`src/sv/lups_pkg.sv`:
```
package lups_pkg;

    localparam int IDX_MAX_W = 6;

    localparam logic [1:0] FN_MAT   = 2'd0;
    localparam logic [1:0] FN_RHS   = 2'd1;
    localparam logic [1:0] FN_SOLVE = 2'd2;

    localparam logic [4:0] OP_NOP       = 5'd0;
    localparam logic [4:0] OP_LOAD      = 5'd1;
    localparam logic [4:0] OP_PERM_INIT = 5'd2;
    localparam logic [4:0] OP_SRCH_CMP  = 5'd3;
    localparam logic [4:0] OP_SWAP      = 5'd4;
    localparam logic [4:0] OP_PIV       = 5'd5;
    localparam logic [4:0] OP_LDIV      = 5'd6;
    localparam logic [4:0] OP_LSTORE    = 5'd7;
    localparam logic [4:0] OP_UCAP      = 5'd8;
    localparam logic [4:0] OP_UMUL      = 5'd9;
    localparam logic [4:0] OP_UWR       = 5'd10;
    localparam logic [4:0] OP_FINAL     = 5'd11;
    localparam logic [4:0] OP_FINIT     = 5'd12;
    localparam logic [4:0] OP_MULY      = 5'd13;
    localparam logic [4:0] OP_ACCSUB    = 5'd14;
    localparam logic [4:0] OP_YST       = 5'd15;
    localparam logic [4:0] OP_BINIT     = 5'd16;
    localparam logic [4:0] OP_BDIV      = 5'd17;
    localparam logic [4:0] OP_BST       = 5'd18;
    localparam logic [4:0] OP_EMIT      = 5'd19;

    typedef struct packed {
        logic [4:0]           op;
        logic                 rd;
        logic                 flag;
        logic [IDX_MAX_W-1:0] r;
        logic [IDX_MAX_W-1:0] c;
    } dp_cmd_t;

    typedef struct packed {
        logic div_done;
        logic out_free;
    } dp_stat_t;

    function automatic logic signed [31:0] sat_prod(input logic signed [63:0] p);
        logic signed [47:0] s;
        s = p[63:16];
        if (s > 48'sh0000_7FFF_FFFF)
            return 32'sh7FFF_FFFF;
        else if (s < 48'shFFFF_8000_0000)
            return 32'sh8000_0000;
        else
            return s[31:0];
    endfunction

    function automatic logic signed [31:0] sat_sub(input logic signed [31:0] a,
                                                   input logic signed [31:0] b);
        logic signed [32:0] d;
        d = $signed({a[31], a}) - $signed({b[31], b});
        if (d[32] != d[31])
            return d[32] ? 32'sh8000_0000 : 32'sh7FFF_FFFF;
        else
            return d[31:0];
    endfunction

endpackage

```
`src/sv/lups_ctrl.sv`:
```
module lups_ctrl #(
    parameter int MAX_ORDER = 8
) (
    input  logic               clk,
    input  logic               rst_n,
    input  logic               in_valid,
    output logic               in_ready,
    input  logic [1:0]         func,
    input  logic [2:0]         row_index,
    input  logic [2:0]         col_index,
    input  logic               cfg_valid,
    output logic               cfg_ready,
    input  logic [3:0]         cfg_data,
    output lups_pkg::dp_cmd_t  cmd,
    input  lups_pkg::dp_stat_t stat
);

    localparam int CW = $clog2(MAX_ORDER + 1) + 1;
    localparam int XW = lups_pkg::IDX_MAX_W;

    localparam logic [4:0] S_IDLE  = 5'd0;
    localparam logic [4:0] S_INIT  = 5'd1;
    localparam logic [4:0] S_SRD   = 5'd2;
    localparam logic [4:0] S_SCMP  = 5'd3;
    localparam logic [4:0] S_SWAP  = 5'd4;
    localparam logic [4:0] S_PRD   = 5'd5;
    localparam logic [4:0] S_PLD   = 5'd6;
    localparam logic [4:0] S_LRD   = 5'd7;
    localparam logic [4:0] S_LDIV  = 5'd8;
    localparam logic [4:0] S_LWAIT = 5'd9;
    localparam logic [4:0] S_URA   = 5'd10;
    localparam logic [4:0] S_URB   = 5'd11;
    localparam logic [4:0] S_UMUL  = 5'd12;
    localparam logic [4:0] S_UWR   = 5'd13;
    localparam logic [4:0] S_DRD   = 5'd14;
    localparam logic [4:0] S_DCHK  = 5'd15;
    localparam logic [4:0] S_FINIT = 5'd16;
    localparam logic [4:0] S_FRD   = 5'd17;
    localparam logic [4:0] S_FMUL  = 5'd18;
    localparam logic [4:0] S_FSUB  = 5'd19;
    localparam logic [4:0] S_FST   = 5'd20;
    localparam logic [4:0] S_BINIT = 5'd21;
    localparam logic [4:0] S_BRD   = 5'd22;
    localparam logic [4:0] S_BMUL  = 5'd23;
    localparam logic [4:0] S_BSUB  = 5'd24;
    localparam logic [4:0] S_BDRD  = 5'd25;
    localparam logic [4:0] S_BDIV  = 5'd26;
    localparam logic [4:0] S_BWAIT = 5'd27;
    localparam logic [4:0] S_EMIT  = 5'd28;

    logic [4:0]    state_reg;
    logic [4:0]    state_next;
    logic [CW-1:0] i_reg;
    logic [CW-1:0] i_next;
    logic [CW-1:0] j_reg;
    logic [CW-1:0] j_next;
    logic [CW-1:0] k_reg;
    logic [CW-1:0] k_next;
    logic [3:0]    size_reg;
    logic          fact_reg;
    logic          fact_next;
    logic [CW-1:0] n;
    logic          accept;

    assign cfg_ready = 1'b1;
    assign in_ready  = state_reg == S_IDLE;
    assign accept    = in_valid && in_ready;

    always_comb
    begin
        if (size_reg == 4'd0)
            n = CW'(1);
        else if (32'(size_reg) > MAX_ORDER)
            n = CW'(MAX_ORDER);
        else
            n = CW'(size_reg);
    end

    always_comb
    begin
        state_next = state_reg;
        i_next     = i_reg;
        j_next     = j_reg;
        k_next     = k_reg;
        fact_next  = fact_reg;
        cmd        = '0;
        cmd.op     = lups_pkg::OP_NOP;
        case (state_reg)
            S_IDLE:
            begin
                if (accept)
                begin
                    cmd.op = lups_pkg::OP_LOAD;
                    if (func == lups_pkg::FN_MAT && 32'(row_index) < MAX_ORDER
                        && 32'(col_index) < MAX_ORDER)
                    begin
                        fact_next = 1'b0;
                    end
                    if (func == lups_pkg::FN_SOLVE)
                    begin
                        i_next     = '0;
                        state_next = fact_reg ? S_FINIT : S_INIT;
                    end
                end
            end
            S_INIT:
            begin
                cmd.op     = lups_pkg::OP_PERM_INIT;
                i_next     = '0;
                k_next     = '0;
                state_next = (n == CW'(1)) ? S_DRD : S_SRD;
            end
            S_SRD:
            begin
                cmd.rd     = 1'b1;
                cmd.r      = XW'(k_reg);
                cmd.c      = XW'(i_reg);
                state_next = S_SCMP;
            end
            S_SCMP:
            begin
                cmd.op   = lups_pkg::OP_SRCH_CMP;
                cmd.r    = XW'(k_reg);
                cmd.flag = k_reg == i_reg;
                k_next   = k_reg + CW'(1);
                state_next = (k_reg + CW'(1) < n) ? S_SRD : S_SWAP;
            end
            S_SWAP:
            begin
                cmd.op     = lups_pkg::OP_SWAP;
                cmd.r      = XW'(i_reg);
                state_next = S_PRD;
            end
            S_PRD:
            begin
                cmd.rd     = 1'b1;
                cmd.r      = XW'(i_reg);
                cmd.c      = XW'(i_reg);
                state_next = S_PLD;
            end
            S_PLD:
            begin
                cmd.op     = lups_pkg::OP_PIV;
                j_next     = i_reg + CW'(1);
                state_next = S_LRD;
            end
            S_LRD:
            begin
                cmd.rd     = 1'b1;
                cmd.r      = XW'(j_reg);
                cmd.c      = XW'(i_reg);
                state_next = S_LDIV;
            end
            S_LDIV:
            begin
                cmd.op     = lups_pkg::OP_LDIV;
                state_next = S_LWAIT;
            end
            S_LWAIT:
            begin
                if (stat.div_done)
                begin
                    cmd.op     = lups_pkg::OP_LSTORE;
                    cmd.r      = XW'(j_reg);
                    cmd.c      = XW'(i_reg);
                    k_next     = i_reg + CW'(1);
                    state_next = S_URA;
                end
            end
            S_URA:
            begin
                cmd.rd     = 1'b1;
                cmd.r      = XW'(i_reg);
                cmd.c      = XW'(k_reg);
                state_next = S_URB;
            end
            S_URB:
            begin
                cmd.op     = lups_pkg::OP_UCAP;
                cmd.rd     = 1'b1;
                cmd.r      = XW'(j_reg);
                cmd.c      = XW'(k_reg);
                state_next = S_UMUL;
            end
            S_UMUL:
            begin
                cmd.op     = lups_pkg::OP_UMUL;
                state_next = S_UWR;
            end
            S_UWR:
            begin
                cmd.op = lups_pkg::OP_UWR;
                cmd.r  = XW'(j_reg);
                cmd.c  = XW'(k_reg);
                if (k_reg + CW'(1) < n)
                begin
                    k_next     = k_reg + CW'(1);
                    state_next = S_URA;
                end
                else if (j_reg + CW'(1) < n)
                begin
                    j_next     = j_reg + CW'(1);
                    state_next = S_LRD;
                end
                else if (i_reg + CW'(2) < n)
                begin
                    i_next     = i_reg + CW'(1);
                    k_next     = i_reg + CW'(1);
                    state_next = S_SRD;
                end
                else
                begin
                    state_next = S_DRD;
                end
            end
            S_DRD:
            begin
                cmd.rd     = 1'b1;
                cmd.r      = XW'(n - CW'(1));
                cmd.c      = XW'(n - CW'(1));
                state_next = S_DCHK;
            end
            S_DCHK:
            begin
                cmd.op     = lups_pkg::OP_FINAL;
                fact_next  = 1'b1;
                i_next     = '0;
                state_next = S_FINIT;
            end
            S_FINIT:
            begin
                cmd.op     = lups_pkg::OP_FINIT;
                cmd.r      = XW'(i_reg);
                k_next     = '0;
                state_next = (i_reg == '0) ? S_FST : S_FRD;
            end
            S_FRD:
            begin
                cmd.rd     = 1'b1;
                cmd.r      = XW'(i_reg);
                cmd.c      = XW'(k_reg);
                state_next = S_FMUL;
            end
            S_FMUL:
            begin
                cmd.op     = lups_pkg::OP_MULY;
                cmd.c      = XW'(k_reg);
                state_next = S_FSUB;
            end
            S_FSUB:
            begin
                cmd.op = lups_pkg::OP_ACCSUB;
                k_next = k_reg + CW'(1);
                state_next = (k_reg + CW'(1) < i_reg) ? S_FRD : S_FST;
            end
            S_FST:
            begin
                cmd.op = lups_pkg::OP_YST;
                cmd.r  = XW'(i_reg);
                if (i_reg + CW'(1) < n)
                begin
                    i_next     = i_reg + CW'(1);
                    state_next = S_FINIT;
                end
                else
                begin
                    state_next = S_BINIT;
                end
            end
            S_BINIT:
            begin
                cmd.op     = lups_pkg::OP_BINIT;
                cmd.r      = XW'(i_reg);
                k_next     = i_reg + CW'(1);
                state_next = (i_reg + CW'(1) < n) ? S_BRD : S_BDRD;
            end
            S_BRD:
            begin
                cmd.rd     = 1'b1;
                cmd.r      = XW'(i_reg);
                cmd.c      = XW'(k_reg);
                state_next = S_BMUL;
            end
            S_BMUL:
            begin
                cmd.op     = lups_pkg::OP_MULY;
                cmd.c      = XW'(k_reg);
                state_next = S_BSUB;
            end
            S_BSUB:
            begin
                cmd.op = lups_pkg::OP_ACCSUB;
                k_next = k_reg + CW'(1);
                state_next = (k_reg + CW'(1) < n) ? S_BRD : S_BDRD;
            end
            S_BDRD:
            begin
                cmd.rd     = 1'b1;
                cmd.r      = XW'(i_reg);
                cmd.c      = XW'(i_reg);
                state_next = S_BDIV;
            end
            S_BDIV:
            begin
                cmd.op     = lups_pkg::OP_BDIV;
                state_next = S_BWAIT;
            end
            S_BWAIT:
            begin
                if (stat.div_done)
                begin
                    cmd.op = lups_pkg::OP_BST;
                    cmd.r  = XW'(i_reg);
                    if (i_reg == '0)
                    begin
                        state_next = S_EMIT;
                    end
                    else
                    begin
                        i_next     = i_reg - CW'(1);
                        state_next = S_BINIT;
                    end
                end
            end
            S_EMIT:
            begin
                if (stat.out_free)
                begin
                    cmd.op   = lups_pkg::OP_EMIT;
                    cmd.r    = XW'(i_reg);
                    cmd.flag = i_reg + CW'(1) == n;
                    i_next   = i_reg + CW'(1);
                    if (i_reg + CW'(1) == n)
                    begin
                        state_next = S_IDLE;
                    end
                end
            end
            default:
            begin
                state_next = S_IDLE;
            end
        endcase
    end

    always_ff @(posedge clk or negedge rst_n)
    begin
        if (!rst_n)
        begin
            state_reg <= S_IDLE;
            i_reg     <= '0;
            j_reg     <= '0;
            k_reg     <= '0;
            fact_reg  <= 1'b0;
            size_reg  <= 4'd8;
        end
        else
        begin
            state_reg <= state_next;
            i_reg     <= i_next;
            j_reg     <= j_next;
            k_reg     <= k_next;
            if (cfg_valid)
            begin
                size_reg <= cfg_data;
                fact_reg <= 1'b0;
            end
            else
            begin
                fact_reg <= fact_next;
            end
        end
    end

endmodule

```
`config.mk`:
```
export PLATFORM = sky130hd
export DESIGN_NAME = lups_ctrl
export DESIGN_NICKNAME = d
export VERILOG_FILES = /design/src/sv/lups_pkg.sv /design/src/sv/lups_ctrl.sv
export SDC_FILE = /design/constraint.sdc
export NUM_CORES = 1
export LEC_CHECK = 0
export ABC_CLOCK_PERIOD_IN_PS = 2850
export BUFFER_PORTS_ARGS = -buffer_cell sky130_fd_sc_hd__buf_4
export CELL_PAD_IN_SITES_DETAIL_PLACEMENT = 0
export CELL_PAD_IN_SITES_GLOBAL_PLACEMENT = 2
export CORE_ASPECT_RATIO = 0.5
export CORE_MARGIN = 1
export CORE_UTILIZATION = 32
export CTS_BUF_LIST = sky130_fd_sc_hd__clkbuf_4 sky130_fd_sc_hd__clkbuf_8 sky130_fd_sc_hd__clkbuf_16
export CTS_CLUSTER_SIZE = 12
export DETAILED_ROUTE_END_ITERATION = 7
export PLACE_DENSITY_LB_ADDON = 0.2
export SLEW_MARGIN = 20
export SYNTH_ARGS = -nofsm -noshare
export SYNTH_HDL_FRONTEND = slang
export SYNTH_SLANG_ARGS = --single-unit
```
`constraint.sdc`:
```
create_clock -name clk -period 2.85 [get_ports clk]
set_input_delay 0.57 -clock clk [delete_from_list [all_inputs] [get_ports clk]]
set_output_delay 0.57 -clock clk [all_outputs]
set_load 0.005 [all_outputs]
```
## After elaboration in Yosys (flattened, before gate mapping)

Index checks and enable logic that the tools add are counted.

- Add/sub/neg operators: 6
- Magnitude comparators: 6
- Equality and inequality tests: 48
- Muxes and demuxes: 53
- Reduce and logical (&&, ||, !) cells: 25

Operator list:

| operator | count |
|---|---|
| 5-bit case mux with 29 select lines | 1 |
| 5-bit two-way mux | 26 |
| 5-bit case mux with 19 select lines | 1 |
| 5-bit == test (second input constant) | 13 |
| 6-bit case mux with 7 select lines | 1 |
| 5-bit by 4-bit == test with 1-bit output (second input constant) | 8 |
| 5-bit case mux with 6 select lines | 1 |
| 5-bit less-than comparator | 5 |
| 5-bit case mux with 5 select lines | 1 |
| 4-bit two-way mux | 6 |
| 6-bit case mux with 4 select lines | 1 |
| 5-bit by 3-bit == test with 1-bit output (second input constant) | 4 |
| 2-bit inequality test (second input constant) | 10 |
| 9-bit OR reduction | 2 |
| 5-bit by 1-bit adder with 5-bit output (second input constant) | 3 |
| 3-bit two-way mux | 5 |
| 11-bit two-way mux | 1 |
| 5-bit by 1-bit == test with 1-bit output (second input constant) | 2 |
| 5-bit by 2-bit == test with 1-bit output (second input constant) | 2 |
| 5-bit == test | 2 |
| 5-bit logical NOT | 2 |
| 5-bit case mux with 2 select lines | 1 |
| 10-bit AND reduction | 1 |
| 2-bit OR reduction | 5 |
| 24 further kinds | 34 |

- Bits in registers: 25
- Input bits: 18
- Logic and storage cells: 144

## Logic depth before layout (Yosys ltp)

Gate-level depths: netlist of run 1.

- Depth after elaboration: 8
- Gate-level depth with buffers: 11
- Mapped depth without buffers: 11

## Worst setup path after synthesis of run 1

No wires, ideal clock.

- Kind: register to register
- Start point: register i_reg[3]
- End point: register i_reg[1]
- Data arrival time: 2.537 ns
- Data required time: 2.719 ns
- Path slack: 0.182 ns
- Stages on the path, launching flop included: 12
- Cell sequence: dfrtp_1 buf_1 inv_1 xnor2_1 inv_1 ha_1 nand3_1 o221a_2 a21oi_1 nor4b_4 nand3_2 mux2i_1

- Longest elaborated chain between the ends: 4
- Elaborated cells between the ends (all ways): 9
- Classes of those cells: add/sub: 2; order compare: 2; eq/ne: 3; reduce/logical: 2

Ends and longest elaborated chain:

| element | line | text |
|---|---|---|
| from (decl) | lups_ctrl.sv:53 | `logic [CW-1:0] i_reg;` |
| from (signal assigned) | lups_ctrl.sv:360 | `i_reg <= i_next;` |
| 5-bit by 1-bit adder with 5-bit output / 5-bit by 2-bit adder with 5-bit output (equally long branches) | lups_ctrl.sv:260, lups_ctrl.sv:205 |  |
| 5-bit less-than comparator (on tied branches) | lups_ctrl.sv:260, lups_ctrl.sv:205 |  |
| 2-bit inequality test (no source line) | n/a |  |
| 10-bit AND reduction (no source line) * | n/a |  |

Every way passes the cells marked *; elsewhere a longest branch is shown, timed or not.
A chain may end at the register's enable or synchronous reset.

## Final worst setup path of run 1

- Start point: register i_reg[0]
- End point: register i_reg[0]

- Longest elaborated chain between the ends: 5
- Elaborated cells between the ends (all ways): 18
- Classes of those cells: add/sub: 3; order compare: 2; eq/ne: 3; mux: 8; reduce/logical: 2

Ends and longest elaborated chain:

| element |
|---|
| branches (longest 5 deep; another with 5-bit by 1-bit adder with 5-bit output) |

Parallel ways; which one is timed is not known. The select of a mux whose other input is x is not followed.

==> results.cfg, run 1 <==
[outcome]
status = finished clean

[die]
die_w_um = 146
fp.coreArea_um2 = 9760
placement_rows = 25
start_util_pct = 34.1
die_y_um = 74.1
die_area_um2 = 10800
ioPinCount = 39

[clocking]
cts_tree = yes
max-clock-path-buffers = 2
clkTransAtPathRegs_ns = 0.07
numCtsBuffers = 3
clk-insertion-delay-late_ns = 0.27
cts_root_buf = clkbuf_16
htree_levels = 1
numClockSinks = 25

[placement]
dp.cells = 604
place_ws_ns = 0.00430
gp_congestion = 0.918
portBuffers = 29
dpl.hpwl_mm = 9.66

[drt]
drcViolationCount = 0
via_per_inst = 5.70
totalWireLength_mm = 12.3
dr.pass1.iters = 6
ant_nets = 0
via_count = 3495
first_iter_violations = 344
drt-wirelength-per-cell_um = 20.0

[sta]
worstMarginPinSlew_ns = 0.527
slew_violations = 0
clock-skew-final_ns = 0.00554
hold_viol = 0
fmax_mhz = 358
finalCriticalPeriod_ns = 2.79
setup_ws_ns = 0.0595
min_period_over_period_pct = 97.9
relSlewSlack_pct = 64.8
setup_viol = 0

[synthesis]
netlist_instances = 422
ys_ff_latch = 25
synth.yosys.warnings = 0
synth_top_area_share_pct = 18.0
ys.flop_type = dfrtp_1
syn_area_per_cell_um2 = 7.89
synth-seq-area-share_pct = 18.8
synth_area_leader_cell = dfrtp_1
synthArstFlopShare_pct = 100
mappedNetlistArea_um2 = 3330
synth-edff-count = 0
yosysUniqueCellTypes = 85
yosys-top-cells-area = dfrtp_1 (18%), ha_1 (11%), nand2_1 (5.0%), a21oi_1 (4.7%), nor2_1 (3.4%)

[global_routing]
track_usage_pct = 22.8
grt_max_degree = 26
antenna_found_initial = 0
grt_pass1_vias = 3359
overflow = 0
grt_pass1_wl_mm = 18.9

[cells_and_area]
synthToLayoutAreaGrowth_pct = 24.0
fill_cells = 1009
diodes = 0
nets = 526
stdcell_count = 613
layout-drive-gt1-share_pct = 28.2

[worst_setup_path]
critPathMaxFanout = 5
arrival_ns = 2.95
critPathTopFamily = adder cells
slowest_stage = dfrtp_1
cp-start-kind = register
crit_buf_inv = 1
required_ns = 3.00
crit_path_frequent_cell = a21oi_1
path_class = reg -> reg
worstPathCellList = ha_2 -> xor2_2 -> ha_1 -> a21oi_1 -> o221a_4 -> a21oi_1 -> nor4b_4 -> buf_4 -> nand3_4 -> mux2i_1
critical-path-max-stage-delay_ns = 0.45
cp-end-kind = register

[pwr]
leakage_uw = 0.00179
power_uw = 4510
p_per_area_nw_per_um2 = 1090
ir_drop_uv = 284

[hold_path]
min_path_type = in -> async

[job]
timing.max_cap.violations = 0
worst register-to-register path, cell delays in order, from the launching register on:
cell and delay [ns]:
dfrtp_1 0.45, ha_2 0.26, xor2_2 0.17, ha_1 0.36, a21oi_1 0.20, o221a_4 0.26, a21oi_1 0.12, nor4b_4 0.39
buf_4 0.19, nand3_4 0.12, mux2i_1 0.15
placed cells by master, fill, tap and decap left out, types with 3 or more instances in the layout:
cell type,count
a211oi_1,4
a21oi_1,30
a221oi_1,3
a222oi_1,3
a22oi_1,5
a31oi_1,4
a32oi_1,5
and2_1,3
buf_4,79
clkbuf_16,3
conb_1,3
dfrtp_1,21
dfrtp_2,3
ha_1,27
inv_1,19
mux2_2,8
mux2i_1,3
nand2_1,43
nand2_2,3
nand2b_1,10
nand3_1,15
nand3_4,3
nand4_1,4
nor2_1,29
nor2b_1,3
nor3_1,7
nor3_2,4
o211ai_1,6
o21a_1,4
o21ai_0,20
o22ai_1,5
o2bb2ai_1,6
o31ai_1,4
or2_1,3
xnor2_1,11
xor2_1,5
worst paths after layout:
kind / start / to / slack (ns) / cells after the start
max: i_reg[0] / i_reg[0] / 0.06 / 10
min: rst_n / i_reg[0] / 0.21 / 1
max reg2reg: i_reg[0] / i_reg[0] / 0.06 / 10
min reg2reg: size_reg[0] / size_reg[0] / 0.52 / 1
max in group asynchronous: rst_n / size_reg[3] / 2.32 / 1
min in group clk: cfg_data[3] / size_reg[3] / 0.52 / 3
timing repair:
item	CTS	global route
hold buffers	0	0
pin swaps	1	1
endpoints found under the setup margin	11	28
gates resized for setup	5	21
setup buffers	0	5
stage by stage:
| stage | util [%] | setup TNS [ns] | hold WS [ns] | instance area, um2 |
|---|---|---|---|---|
| 2_1_floorplan | - | 0 | 0.274 | 3330 |
| 3_3_place_gp | 39.9 | 0 | 0.501 | 3890 |
| 3_5_place_dp | 39.9 | 0 | 0.512 | 3890 |
| 4_1_cts | 40.9 | 0 | 0.232 | 3990 |
| 5_1_grt | 42.3 | -0.112 | 0.240 | 4130 |
| 6_report | 42.3 | 0 | 0.214 | 4130 |
synth_stat cells (6+ instances only):
master and count:
nor3_1 8, inv_1 20, mux2_2 8, nand2_1 44, nor2_1 30, buf_4 9, nand3_1 17, o211ai_1 6
a21oi_1 31, ha_1 29, nand2b_1 11, xnor2_1 12, o2bb2ai_1 7, dfrtp_1 24, xor2_1 7, o21ai_0 21
buf_2 10
layer usage:
layer	wire, um	track usage (%)	vias up
li1	-	-	1670
met1	6150	32.7	1680
met2	5160	36.0	130
met3	836	4.91	15
met4	111	3.36	0
met5	0	0	-
where the power goes:
| part | total [uW] | leakage (uW) | internal, uW | switching, uW |
|---|---|---|---|---|
| registers | 677 | 0.000311 | 468 | 209 |
| logic | 3480 | 0.00143 | 1510 | 1980 |
| clock network | 347 | 0.0000416 | 202 | 145 |
| total | 4510 | 0.00179 | 2180 | 2330 |
cell families (layout without fill, tap and decap cells):
kind of cell    count (synthesis)  after routing  synth area share (%)
simple gates                  148            148                  23.4
compound gates                134            134                  28.9
buf+inv                        50            105                  7.51
fa+ha+maj                      29             29                  10.9
flops                          25             25                  18.8
xor+xnor                       20             20                  5.48
mux                            14             14                  4.73
other cells                     2              3                 0.225
final cells by class:
class	instances	area [um2]	area share, %
sequential	25	631	15.3
multi-input combinational	348	2560	62.1
clock buffer	4	82.6	2.00
tap	135	169	4.09
timing repair buffer	80	604	14.6
inverter	21	78.8	1.91
Power figures use the tool's default switching activity.
==> run 2: changes to the inputs <==
Settings changed: ABC_AREA set to 1, CORE_UTILIZATION 32 to 28.
==> run 2 against run 1 <==
Critical endpoint is now cmd[12]. Combinational power shrank 42%. First-iteration DRC count decreased by 19%. Power fell by 35%. Clock power decreased by 1%. Register-to-register slack gained 0.17 ns. Non-clock buffer count is 19 lower. Synthesized cell count up 23%. Critical path type is now reg -> out. Core utilization down 5.7 points. Largest power group unchanged.
==> results.cfg, run 2 <==
[die]
placement_rows = 26
ioPinCount = 39
die_w_um = 151
die_area_um2 = 11600
start_util_pct = 29.7
fp.coreArea_um2 = 10500
die_y_um = 76.7

[global_routing]
antenna_found_initial = 0
grt_pass1_wl_mm = 19.0
overflow = 0
grt_max_degree = 26
track_usage_pct = 21.6
grt_pass1_vias = 3363

[worst_setup_path]
required_ns = 2.28
arrival_ns = 2.21
path_class = reg -> out
regToRegSetupSlack_ns = 0.23
reg2regPathDepth = 13
r2r-start = size_reg[3]
cp-end-kind = output pin
r2r_end = i_reg[2]
critPathMaxFanout = 4
cp-start-kind = register

[clocking]
numClockSinks = 25
clkTransAtPathRegs_ns = 0.07
clk-insertion-delay-late_ns = 0.27
cts_root_buf = clkbuf_16
cts_hold_buffers = 0
htree_levels = 1
max-clock-path-buffers = 2
numCtsBuffers = 3
cts_tree = yes

[placement]
dp.cells = 704
dpl.hpwl_mm = 9.92
gp_congestion = 0.929
portBuffers = 29

[cells_and_area]
nets = 621
diodes = 0
synthToLayoutAreaGrowth_pct = 23.3
stdcell_count = 713
mostFrequentLayoutCell = nand2_1
layout-drive-gt1-share_pct = 19.0
fin_util_pct = 36.6
final_cell_mix = nand2_1 (162), buf_4 (61), nor2_1 (59), nand3_1 (53), inv_1 (50)

[synthesis]
synth_top_cells_by_count = nand2_1 (166), nor2_1 (61), inv_1 (53), nand3_1 (53), ha_1 (29)
mappedNetlistArea_um2 = 3120
ys.flop_type = dfrtp_1
yosysUniqueCellTypes = 39
netlist_instances = 518
yosys-top-cells-area = nand2_1 (20%), dfrtp_1 (19%), ha_1 (12%), nand3_1 (8.5%), nor2_1 (7.3%)
ys_ff_latch = 25
synth_top_area_share_pct = 20.0
synth-edff-count = 0
synth_area_leader_cell = nand2_1
synth-seq-area-share_pct = 20.1
synthArstFlopShare_pct = 100
synth.yosys.warnings = 0
yosysMostFrequentCell = nand2_1
syn_area_per_cell_um2 = 6.03

[sta]
slew_violations = 0
worstMarginPinSlew_ns = 0.534
relSlewSlack_pct = 64.2
clock-skew-final_ns = 0.00375
fmax_mhz = 359
whs_ns = 0.207
setup_viol = 0
min_period_over_period_pct = 97.6
hold_viol = 0
finalCriticalPeriod_ns = 2.78

[drt]
via_count = 3563
totalWireLength_mm = 12.1
ant_nets = 0
dr.pass1.iters = 5
drcViolationCount = 0
first_iter_violations = 279
via_per_inst = 5.00
drt-wirelength-per-cell_um = 17.0

[pwr]
p_sw_uw = 1560
p_clk_share_pct = 11.7
power_uw = 2920
swShare_pct = 53.4
leakage_uw = 0.00212
intPower_uw = 1360
p_per_area_nw_per_um2 = 757
p_comb_share_pct = 69.5
ir_drop_uv = 227
sequentialPowerShare_pct = 18.7

[outcome]
status = finished clean

[job]
timing.max_cap.violations = 0

[hold_path]
min_path_type = in -> async
## run 2: cell types whose count changed after synthesis, sizes merged, moves of 8 or more
cell and delta:
mux2 -9, a21oi -18, o2bb2ai -8, inv +39, nand2b -11, nand3 +35, buf -13, nor2 +39
nand2 +123, xnor2 -9
## run 2: cell families after synthesis
| group | count (synthesis) | share of synthesized area, % |
|---|---|---|
| fa+ha+maj | 29 | 11.6 |
| xor+xnor | 9 | 2.52 |
| buf+inv | 72 | 9.46 |
| simple gates | 316 | 43.2 |
| flops | 25 | 20.1 |
| other cells | 2 | 0.240 |
| compound gates | 63 | 12.1 |
| mux | 2 | 0.721 |
## run 2: power groups by stage
stage	logic (uW)	clock network [uW]	registers, uW
after floorplan	1240	0	512
after global placement	2000	0	546
after detailed placement	1980	0	544
after CTS	1990	347	538
after global routing	2270	368	555
final	2030	342	546
## run 2: stage by stage
step                setup WS (ns)  instance area, um2  setup TNS [ns]
finish                     0.0671                3850               0
global route              -0.0398                3850         -0.0398
CTS                        0.0106                3750               0
detailed placement          0.162                3660               0
global placement            0.150                3660               0
floorplan                   0.508                3130               0
## run 2: per-layer routing
metal  wire length [um]  vias up  share of wire [%]  GRT usage [%]
met1               6190     1643                 51           34.0
met2               4830      109                 40           29.7
met5                  0        -                  0              0
li1                   -     1797                  -              -
met4                166        0                1.4           3.80
met3                912       14                7.5           4.35
## run 2: layout make-up
cell class,instances,area (um2)
timing repair buffer,61,458
multi-input combinational,422,2270
sequential,25,631
tap,140,175
clock buffer,4,82.6
inverter,61,233
fill,1192,6660
## run 2: worst max-delay path: stages, from the launching register on
cell and delay, ns:
dfrtp_2 0.46, buf_4 0.17, inv_1 0.07, ha_1 0.26
ha_1 0.30, nand3_1 0.14, nor2_2 0.16, nand2_2 0.10
o21ai_2 0.17, buf_4 0.12
## run 2: worst max path at each step
stage                 start  slack, ns  endpoint
2_1_floorplan   size_reg[3]       0.51  i_reg[0]
3_3_place_gp       i_reg[1]       0.15   cmd[12]
3_5_place_dp       i_reg[1]       0.16   cmd[12]
4_1_cts        state_reg[2]       0.01   cmd[10]
5_1_grt            i_reg[1]      -0.04   cmd[12]
6_report           i_reg[1]       0.07   cmd[12]
## run 2: what timing repair did
item                       4_1_cts  5_1_grt
buffers inserted                 1        4
pin swaps                        0        2
setup endpoints to repair        1        9
resized for setup                3       18
==> run 3: changes to the inputs <==
==> constraint.sdc (replaced) <==
create_clock -name clk -period 2.85 [get_ports clk]
set_input_delay 0.4275 -clock clk [delete_from_list [all_inputs] [get_ports clk]]
set_output_delay 0.4275 -clock clk [all_outputs]
set_load 0.005 [all_outputs]
==> run 3 against run 2 <==
Maximum frequency up 3.0%. Largest cell class unchanged. Power down 1.6%. Setup slack improved by 0.080 ns. Highest routed layer unchanged. Combinational power fell by 2%.
==> results.cfg, run 3 (synthesis gave the netlist of run 2 again) <==
[sta]
worstMarginPinSlew_ns = 0.546
fmax_mhz = 370
whs_ns = 0.0535
relSlewSlack_pct = 63.3
setup_viol = 0
finalCriticalPeriod_ns = 2.70
slew_violations = 0
hold_viol = 0
clock-skew-final_ns = 0.00773
min_period_over_period_pct = 94.8

[worst_setup_path]
cp-end-kind = output pin
required_ns = 2.42
endpoint = cmd[6]
r2r_end = state_reg[2]
arrival_ns = 2.28
reg2regPathDepth = 13
path_class = reg -> out
r2r-start = i_reg[1]
cp-start-kind = register
critPathMaxFanout = 8
startpoint = state_reg[2]
regToRegSetupSlack_ns = 0.27

[global_routing]
track_usage_pct = 21.9
grt_max_degree = 26
overflow = 0
antenna_found_initial = 0
grt_pass1_vias = 3320
grt_pass1_wl_mm = 19.1

[cells_and_area]
mostFrequentLayoutCell = nand2_1
fill_cells = 1164
layout-drive-gt1-share_pct = 15.7
final_cell_mix = nand2_1 (166), nor2_1 (60), buf_4 (55), nand3_1 (53), inv_1 (53)
synthToLayoutAreaGrowth_pct = 20.1
stdcell_count = 707
nets = 615
regArea_um2 = 628
multi_input_area_um2 = 2220
diodes = 0
fin_util_pct = 35.7

[drt]
via_count = 3541
first_iter_violations = 296
drt-wirelength-per-cell_um = 17.2
ant_nets = 0
dr.pass1.iters = 5
via_per_inst = 5.01
totalWireLength_mm = 12.1
drcViolationCount = 0

[placement]
portBuffers = 29
dpl.hpwl_mm = 9.91
gp_congestion = 0.908
dp.cells = 703

[die]
die_area_um2 = 11600
die_w_um = 151
placement_rows = 26
ioPinCount = 39
start_util_pct = 29.7
die_y_um = 76.7
fp.coreArea_um2 = 10500

[pwr]
ir_drop_uv = 247
p_per_area_nw_per_um2 = 765
leakage_uw = 0.00211
power_uw = 2870

[clocking]
clk-insertion-delay-late_ns = 0.28
clkTransAtPathRegs_ns = 0.07
cts_root_buf = clkbuf_16
htree_levels = 1
post_cts_buffers = 0
max-clock-path-buffers = 2
numClockSinks = 25
numCtsBuffers = 3
cts_tree = yes

[outcome]
status = finished clean

[hold_path]
min_path_type = in -> async

[job]
timing.max_cap.violations = 0
## run 3: worst min path at each step
stage	start	end	cells after the start
6_report	rst_n	k_reg[2]	1
5_1_grt	rst_n	k_reg[2]	1
4_1_cts	rst_n	k_reg[2]	1
3_5_place_dp	rst_n	k_reg[2]	1
3_3_place_gp	rst_n	k_reg[0]	1
2_1_floorplan	rst_n	fact_reg	0
## run 3: critical path, cell delays in order (launching register included)
cell and delay, ns:
dfrtp_1 0.54, inv_2 0.10, nand3_2 0.15, nor2_2 0.12, a21oi_1 0.34, o2111ai_2 0.31, nand2_1 0.16, nand3_1 0.12
buf_4 0.16
## run 3: metrics by stage
stage	cell area, um2	TNS (ns)	setup WS, ns
2_1_floorplan	3130	0	0.508
3_3_place_gp	3650	0	0.316
3_5_place_dp	3650	0	0.312
4_1_cts	3730	0	0.0681
5_1_grt	3750	-0.00219	-0.00208
6_report	3750	0	0.147
## run 3: area by class of cell
class | instances | area share, %
timing repair buffer | 55 | 11.0
clock buffer | 3 | 2.00
tap | 140 | 4.67
clock inverter | 1 | 0.200
inverter | 61 | 6.10
multi-input combinational | 422 | 59.3
sequential | 25 | 16.7
## run 3: what timing repair did
| action | 4_1_cts | 5_1_grt |
|---|---|---|
| endpoints found under the hold margin | 0 | 0 |
| setup endpoints to repair | 0 | 5 |
| hold buffers | 0 | 0 |
| gates resized for setup | 0 | 6 |
## run 3: report_power, final
group	internal, uW	switching, uW
clock	192	150
combinational	691	1290
sequential	432	118
## run 3: layer usage
metal / global-route usage (%) / vias to the layer above / wire length (um) / part of all wire [%]
met1: 34.8 / 1648 / 6500 / 54
li1: - / 1791 / - / -
met5: 0 / - / 0 / 0
met2: 30.4 / 92 / 4880 / 40
met3: 3.21 / 10 / 613 / 5.1
met4: 4.50 / 0 / 144 / 1.2
